$ cat config.mk
export PLATFORM = sky130hd
export DESIGN_NAME = bbd_window
export DESIGN_NICKNAME = d
export VERILOG_FILES = /design/src/hw/rtl/bbd_pkg.sv /design/src/hw/rtl/bbd_window.sv
export SDC_FILE = /design/constraint.sdc
export NUM_CORES = 1
export LEC_CHECK = 0
export BUFFER_PORTS_ARGS = -buffer_cell sky130_fd_sc_hd__buf_4
export CORE_MARGIN = 8
export CORE_UTILIZATION = 45
export DETAILED_ROUTE_END_ITERATION = 6
export PLACE_DENSITY_LB_ADDON = 0.05
export SLEW_MARGIN = 0
export SYNTH_ARGS = -nofsm -noshare
export SYNTH_HDL_FRONTEND = slang
export SYNTH_SLANG_ARGS = --single-unit
$ cat constraint.sdc
create_clock -name clock -period 11.4 [get_ports clock]
set_input_delay 0.57 -clock clock [delete_from_list [all_inputs] [get_ports clock]]
set_output_delay 0.57 -clock clock [all_outputs]
set_load 0.05 [all_outputs]
$ cat src/hw/rtl/bbd_pkg.sv
// bbd_pkg: shared types, constants and the mean helper of the bilinear demosaic block
package bbd_pkg;

   localparam int SAMPLE_BITS = 8;
   localparam int CFG_BITS    = 12;
   localparam int ROW_BITS    = 11;
   localparam int SUM_BITS    = 10;
   localparam int CSR_INDEX_BITS = 1;

   localparam logic [CSR_INDEX_BITS-1:0] CSR_FRAME_WIDTH  = 1'b0;
   localparam logic [CSR_INDEX_BITS-1:0] CSR_FRAME_HEIGHT = 1'b1;

   localparam logic [CFG_BITS-1:0] FRAME_WIDTH_RESET  = 12'd640;
   localparam logic [CFG_BITS-1:0] FRAME_HEIGHT_RESET = 12'd480;
   localparam logic [CFG_BITS-1:0] FRAME_MIN_SIZE     = 12'd2;
   localparam logic [CFG_BITS-1:0] FRAME_MAX_HEIGHT   = 12'd2048;
   localparam logic [CFG_BITS-1:0] CFG_MAX_EVEN       = {{(CFG_BITS-1){1'b1}}, 1'b0};

   // x / 3 as (x * 683) >> 11, exact for x up to three full-scale samples
   localparam logic [2*SUM_BITS-1:0] THIRD_RECIP = 20'd683;
   localparam int DIV3_SHIFT = 11;

   typedef enum logic [1:0] {
      DIV_1,
      DIV_2,
      DIV_3,
      DIV_4
   } div_type;

   typedef struct packed {
      logic [SUM_BITS-1:0] sum;
      div_type             div;
   } mean_type;

   typedef struct packed {
      logic row_odd;
      logic col_odd;
      logic top;
      logic bottom;
      logic left;
      logic right;
      logic frame_end;
   } site_type;

   function automatic mean_type make_mean(logic [SUM_BITS-1:0] s, div_type d);
      mean_type m;
      m.sum = s;
      m.div = d;
      return m;
   endfunction

   function automatic logic [SAMPLE_BITS-1:0] mean_value(mean_type m);
      logic [2*SUM_BITS-1:0]  prod;
      logic [SAMPLE_BITS-1:0] q;
      prod = (2*SUM_BITS)'(m.sum) * THIRD_RECIP;
      unique case (m.div)
         DIV_1:   q = m.sum[SAMPLE_BITS-1:0];
         DIV_2:   q = m.sum[SAMPLE_BITS:1];
         DIV_3:   q = prod[DIV3_SHIFT +: SAMPLE_BITS];
         DIV_4:   q = m.sum[SAMPLE_BITS+1:2];
         default: q = m.sum[SAMPLE_BITS-1:0];
      endcase
      return q;
   endfunction

endpackage

$ cat src/hw/rtl/bbd_window.sv
// bbd_window: 3x3 sample window and per-colour neighbour sums
module bbd_window
   import bbd_pkg::*;
(
   input  logic                   clock,
   input  logic                   reset,
   input  logic                   shift_en,
   input  logic [SAMPLE_BITS-1:0] col_upper,
   input  logic [SAMPLE_BITS-1:0] col_middle,
   input  logic [SAMPLE_BITS-1:0] col_lower,
   input  logic                   step_en,
   input  site_type               site,
   output mean_type               red_sum,
   output mean_type               green_sum,
   output mean_type               blue_sum
);

   logic [SAMPLE_BITS-1:0] win_ff [3][3];
   mean_type red_ff, green_ff, blue_ff;
   mean_type red_in, green_in, blue_in;
   logic [SUM_BITS-1:0] nw, n, ne, wv, ce, ev, sw, s, se;

   always_ff @(posedge clock) begin
      if (reset) begin
         for (int r = 0; r < 3; r++) begin
            for (int c = 0; c < 3; c++) begin
               win_ff[r][c] <= '0;
            end
         end
      end else if (shift_en) begin
         for (int r = 0; r < 3; r++) begin
            win_ff[r][0] <= win_ff[r][1];
            win_ff[r][1] <= win_ff[r][2];
         end
         win_ff[0][2] <= col_upper;
         win_ff[1][2] <= col_middle;
         win_ff[2][2] <= col_lower;
      end
   end

   always_comb begin
      nw = SUM_BITS'(win_ff[0][0]);
      n  = SUM_BITS'(win_ff[0][1]);
      ne = SUM_BITS'(win_ff[0][2]);
      wv = SUM_BITS'(win_ff[1][0]);
      ce = SUM_BITS'(win_ff[1][1]);
      ev = SUM_BITS'(win_ff[1][2]);
      sw = SUM_BITS'(win_ff[2][0]);
      s  = SUM_BITS'(win_ff[2][1]);
      se = SUM_BITS'(win_ff[2][2]);
      unique case ({site.row_odd, site.col_odd})
         2'b00: begin
            // green on red row
            green_in = make_mean(ce, DIV_1);
            blue_in  = site.top  ? make_mean(s, DIV_1)  : make_mean(n + s, DIV_2);
            red_in   = site.left ? make_mean(ev, DIV_1) : make_mean(wv + ev, DIV_2);
         end
         2'b01: begin
            red_in = make_mean(ce, DIV_1);
            if (site.right) begin
               green_in = site.top ? make_mean(wv + s, DIV_2) : make_mean(n + wv + s, DIV_3);
               blue_in  = site.top ? make_mean(sw, DIV_1)     : make_mean(nw + sw, DIV_2);
            end else begin
               green_in = site.top ? make_mean(wv + ev + s, DIV_3)
                                   : make_mean(n + s + wv + ev, DIV_4);
               blue_in  = site.top ? make_mean(sw + se, DIV_2)
                                   : make_mean(nw + ne + se + sw, DIV_4);
            end
         end
         2'b10: begin
            blue_in = make_mean(ce, DIV_1);
            if (site.left) begin
               red_in   = site.bottom ? make_mean(ne, DIV_1)     : make_mean(ne + se, DIV_2);
               green_in = site.bottom ? make_mean(n + ev, DIV_2) : make_mean(n + s + ev, DIV_3);
            end else begin
               red_in   = site.bottom ? make_mean(nw + ne, DIV_2)
                                      : make_mean(nw + ne + se + sw, DIV_4);
               green_in = site.bottom ? make_mean(wv + ev + n, DIV_3)
                                      : make_mean(n + s + wv + ev, DIV_4);
            end
         end
         2'b11: begin
            // green on blue row
            green_in = make_mean(ce, DIV_1);
            red_in   = site.bottom ? make_mean(n, DIV_1)  : make_mean(n + s, DIV_2);
            blue_in  = site.right  ? make_mean(wv, DIV_1) : make_mean(wv + ev, DIV_2);
         end
         default: begin
            green_in = make_mean(ce, DIV_1);
            red_in   = make_mean(ce, DIV_1);
            blue_in  = make_mean(ce, DIV_1);
         end
      endcase
   end

   always_ff @(posedge clock) begin
      if (step_en) begin
         red_ff   <= red_in;
         green_ff <= green_in;
         blue_ff  <= blue_in;
      end
   end

   assign red_sum   = red_ff;
   assign green_sum = green_ff;
   assign blue_sum  = blue_ff;

endmodule

# Yosys cells after proc, flatten, opt, wreduce, memory -nomap -nowiden
# Memories as Yosys holds them, arrays and structs flattened.
# Cells that the tools add are included.
totals:
  register_bits: 36
  latch_bits: 0
  ram_bits: 72
  romBits: 0
  in_bits: 35
  n_memories: 1
mem_list:
  columns: ["memory", "words", "word_bits", "rd", "rd_ports_with_merged_regs", "write_ports", "line_no", "rtl"]
  rows:
  - ["win_ff", 3, 24, 3, 0, 3, "bbd_window.sv:18", "logic [SAMPLE_BITS-1:0] win_ff [3][3];"]
classes:
  n_addsub: 17
  multipliers: 0
  n_div: 0
  n_lt_le_gt_ge: 0
  eq_ne: 3
  n_shift: 0
  muxes: 33
  n_bitwise: 9
  reduce_logical: 2
ops:
  columns: ["operator", "n"]
  rows:
  - ["12-bit two-way mux", 12]
  - ["12-bit one-hot mux with 4 select lines", 2]
  - ["8-bit by 8-bit adder with 9-bit output", 9]
  - ["8-bit two-way mux", 9]
  - ["10-bit by 8-bit adder with 10-bit output", 6]
  - ["11-bit two-way mux", 4]
  - ["12-bit one-hot mux with 3 select lines", 1]
  - ["9-bit by 8-bit adder with 10-bit output", 2]
  - ["1-bit bitwise OR", 9]
  - ["1-bit two-way mux", 5]
  - ["2-bit equality test (second input constant)", 2]
  - ["2-bit by 1-bit equality test with 1-bit output (second input constant)", 1]
  - ["2-bit logical NOT", 1]
  - ["2-bit OR reduction", 1]

# Depth between registers and ports, before layout
# An unclocked memory read counts as a cell.
logic_depth:
  depth_word: 7
  depth_mapped: 18
  ltp_nobuf: 18

# Least setup slack after synthesis
# OpenSTA, ideal clock, no wires.
synth_path:
  path_kind: "reg2reg"
  from: "mem win_ff[0][8] (netlist name)"
  to: "reg green_ff (netlist bit green_sum[11]) (data pin)"
  t_arrival_ns: 3.591
  required_time_ns: 11.141
  path_slack_ns: 7.550
  stages_incl_launch_ff: 16
  n_path_buf: 0
  path_cell_list: "edfxtp_1 > ha_1 > fa_1 > a211oi_1 > o21bai_1 > a21oi_1 > xor2_1 > fa_1 > inv_1 > ha_1 > o21ai_0 > o21ba_1 > o21a_1 > nor3_1 > o31ai_1 > a211o_1"
synth_lines:
  columns: ["element", "line_no", "rtl"]
  rows:
  - ["from (decl)", "bbd_window.sv:18", null]
  - ["to (signal assigned)", "bbd_window.sv:99", "green_ff <= green_in;"]
  - ["to (decl)", "bbd_window.sv:19", "mean_type red_ff, green_ff, blue_ff;"]

==> results.md <==
- The flow ran to the end, and the final reports show no timing, DRC or antenna violations.
- In this run the standard cell core region covers 24030 µm².
- In the synthesized netlist, mux cells make up 5.186% of the area.
- The number of different library cells used by synthesis comes to 72.
- The worst hold path begins at col_upper[0].
- The combined buffer and inverter count along the critical path is 1.
- The congestion estimate from routability-driven global placement came to 0.8992.
- In this run the count of I/O pins placed on the die edge is 71.
- The TritonCTS clock tree is built.
- For the pin with the worst max-slew slack, the measured transition is 1.040 ns.
- The worst slack at placement is 6.748 ns.
- Of the total synthesized cell area, the portion taken by full adders, half adders and majority gates is 20.68%.
- The cell type group with the largest total delay on the critical path is adder cells.
- Of all nets on the critical path, the largest fanout is 6.
- The areal power density over the cells is 129.8 nW/µm².
- The number of gates resized after cts is 0.
- The routed design has 32600 µm of wire.
- The library cells used most frequently in the layout, excluding fill and tap cells, are ha_1, inv_1, edfxtp_1.
- The critical path goes through ha_1 -> fa_1 -> a211oi_1 -> o21bai_1 -> a21oi_1 -> xor2_1 -> fa_1 -> inv_1 -> ha_1 -> or3_1 -> o221ai_1 -> nand2_1 -> o2111ai_1 -> a211o_1 -> a22oi_1.
- Summing the areas of all and, or, nand and nor instances in the mapped netlist gives 13.03% of the synthesized area.
- The share of the synthesized area in compound gates (AO/OA/AOI/OAI) is 19.97%.
- The number of cells on the worst reg-to-reg path is 15.
- The synthesized design contains 108 register bits.
- The number of filler cells placed in the layout is 2280.
- The startpoint kind of the worst setup timing path is a flop.
- The number of setup buffers added after CTS is 0.
- Synthesis produced a netlist with a net count of 1326.
- The final standard cell count with taps included and fillers excluded is 1507.
- The mean cell area of the mapped netlist is 9.595 µm².
- On the final layout, the worst clock skew is 0.01311 ns.
- From left edge to right edge, the die measures 171.5 µm.
- The cell area that synthesis handed to floorplanning was 10880 µm².
- The DRC violation total after the first TritonRoute iteration is 552.
- The number of buffer cells added on primary ports is 69.
- The number of buffers inserted during clock tree synthesis is 9.
- The worst register-to-register path ends at green_sum[8].
- Setup repair after global routing left no endpoint under its margin.
- Measured against its own limit, the worst slew margin works out to 30.70%.
- Setup violations remaining at the end of the flow were counted as 0.
- The main combinational cell family by area after synthesis is adder cells.
- The quantity of hold-fixing buffers added after cts is 0.
- The overall track demand over capacity in global routing is 22.71%.
- The worst register-to-register path has a setup slack of 6.72 ns.
- STA classifies the critical path endpoint as a flop.
- In this run, synthesis inferred 108 flip-flops with an integrated enable.
- Clock-pin slew was measured on the worst setup and hold paths at 0.08 ns.
- In the final routed layout, each cell accounts on average for 21.63 µm.
- The maximum resistive drop on vdd is 0.00007162 V.
- Counting I/O delays and the setup requirement, the final critical path takes 4.679 ns.
- The area growth from synthesis to layout is 10.21%.
- The area of the die is 29410 µm².
- The number of antenna violations at the first check in global routing was 1.
- The via count of the first global-routing pass is 8967.
- The largest net degree at the start of global routing is 73.
- The most used flip-flop cell after synthesis is edfxtp_1.
- The placed wire-length estimate after detailed placement is 24470 µm.
- The tree is rooted in a clkbuf_16.
- In this run the vertical extent of the chip is 171.5 µm.
- The tool flagged a number of max-cap violations equal to 0.
- In the synthesized netlist the async set-or-reset flop fraction comes to 0%.
- The ratio of final minimum period to clock period is 41.05%.
- For this design, the sink count on the clock tree is 108.
- The slack of the critical path is 6.721 ns.
- The post-detailed-route via-to-cell ratio is 5.849.
- For the final routed database, the setup TNS stands at 0 ns.
- The DRC violations left is 0.
- The path type of the worst setup path is flop to flop.
- The overall power of the completed layout is 1.556 mW.
- The starting utilization of the core area is 45.27%.
- In the synthesized netlist, the number of instances is 1134.
- Data on the critical path is required at its endpoint by 11.50 ns.
- The worst hold path endpoint is win_ff[0][0].
- CTS built an H-tree with a depth of 3.
- The net count of the finished layout is 1370.
- The worst hold path passes through 2 cells.
- The final max-slew violation count is 0.
- The fraction of the yosys area taken by sequential cells is 29.81%.
- The number of placement rows is 57.
- The post-layout utilization of the core is 49.89%.
- The wire length of the first global-routing pass is 50130 µm.
- The critical path's slowest cell is edfxtp_1.
- The detailed router placed 8815 vias in this run.
- Once detail routing completed, the nets flagged for antenna violations numbered 0.
- The longest individual stage delay on the worst path is 0.54 ns.
- The most frequent standard cell in the layout excluding fill and tap cells is ha_1.
- The analysis attributes to cell leakage a power of 5.242 nW.
- The post-synthesis xor/xnor area fraction is 5.796%.
- 0 antenna diodes ended up in the layout.
- The worst hold path belongs to the class input pin to flop.
- The count of final hold-check violations was 0.
- The placed instance count is 1491.
- No sink is reached through more buffers than the 2 on the longest clock path.
- The number of detailed-route iterations in the first pass is 5.
- The yosys synthesis warning count is 0.
- Global routing finished with a remaining overflow of 0.
- In this run the critical register-to-register path is launched from win_ff[0][8].
- Derived from the worst setup path, the maximum achievable clock frequency is 213.7 MHz.
- The insertion delay to the later sink of the worst-skew pair is 0.37 ns.
- The post-route netlist has 10.90% of its cells at a drive strength greater than 1.
- Data on the critical path arrives at its endpoint at 4.78 ns.
[registers in the layout (all words and copies together), names as in the netlist]
name       cells
blue_sum      12
green_sum     12
red_sum       12
win_ff        72
[power breakdown]
part           internal, mW  switching, mW  total [mW]
Sequential            0.476         0.0402       0.516
Clock                 0.175          0.172       0.347
Combinational         0.286          0.407       0.693
Total                 0.937          0.619        1.56
[Yosys cell counts (15+ instances only)]
library cell | instances | share of area [%]
and2_1 | 74 | 4.3
inv_1 | 115 | 4.0
a21oi_1 | 72 | 3.3
nor3_1 | 23 | 1.1
clkbuf_1 | 29 | 1.0
mux4_2 | 15 | 3.1
o211ai_1 | 17 | 1.2
edfxtp_1 | 108 | 30
a21o_1 | 21 | 1.4
nor2b_1 | 16 | 0.92
o21ai_1 | 18 | 0.83
o21a_1 | 16 | 1.1
a211oi_1 | 18 | 1.2
ha_1 | 119 | 14
nor2_1 | 65 | 2.2
xor2_1 | 30 | 2.4
o21ai_0 | 55 | 2.5
nand2_1 | 58 | 2.0
mux2i_1 | 17 | 1.6
xnor2_1 | 42 | 3.4
fa_1 | 38 | 7.0
[layer usage]
metal	track usage, %	part of all wire [%]	vias up
met2	38.79	47	270
met4	6.011	1.6	2
met3	3.672	5.8	37
li1	-	-	4231
met1	29.42	45	4275
met5	0	0.055	-
[cells by family after synthesis]
logic type | count (synthesis)
xor gates and xnor gates | 72
adders and majority gates | 157
muxes | 37
and+or+nand+nor | 280
buffers and inverters | 158
AOI/OAI and AO/OA | 322
DFF | 108
[worst reg2reg max path: cells and delay by family (launching register included)]
kind	cells	cell delay, ns
xor gates and xnor gates	1	0.37
and+or+nand+nor	2	0.42
AOI/OAI and AO/OA	7	1.48
buffers and inverters	1	0.07
DFF	1	0.54
adders and majority gates	4	1.53
[final cells by class]
cell class	instances	area, µm²	share of cell area (%)
Timing Repair Buffer	73	548.0	4.570
Clock inverter	7	78.83	0.6573
Tap cell	324	405.4	3.381
Clock buffer	9	225.2	1.878
Sequential cell	108	3243	27.05
Inverter	118	442.9	3.694
Multi-Input combinational cell	868	7048	58.78
[worst max-delay path by stage]
stage | endpoint | start | cells after the start
finish | green_sum[8] | win_ff[0][8] | 15
global route | green_sum[8] | win_ff[0][56] | 15
CTS | green_sum[8] | win_ff[0][8] | 15
detailed placement | green_sum[8] | win_ff[0][8] | 15
global placement | green_sum[8] | win_ff[0][8] | 15
floorplan | green_sum[11] | win_ff[0][8] | 15
[through the flow]
| stage | instance area, µm² | hold WS (ns) |
|---|---|---|
| after floorplan | 10880 | 0.5732 |
| after global placement | 11690 | 0.6124 |
| after detailed placement | 11690 | 0.6255 |
| after CTS | 11990 | 0.4620 |
| after global routing | 11990 | 0.4664 |
| final | 11990 | 0.4710 |
Power figures use the tool's default switching activity.
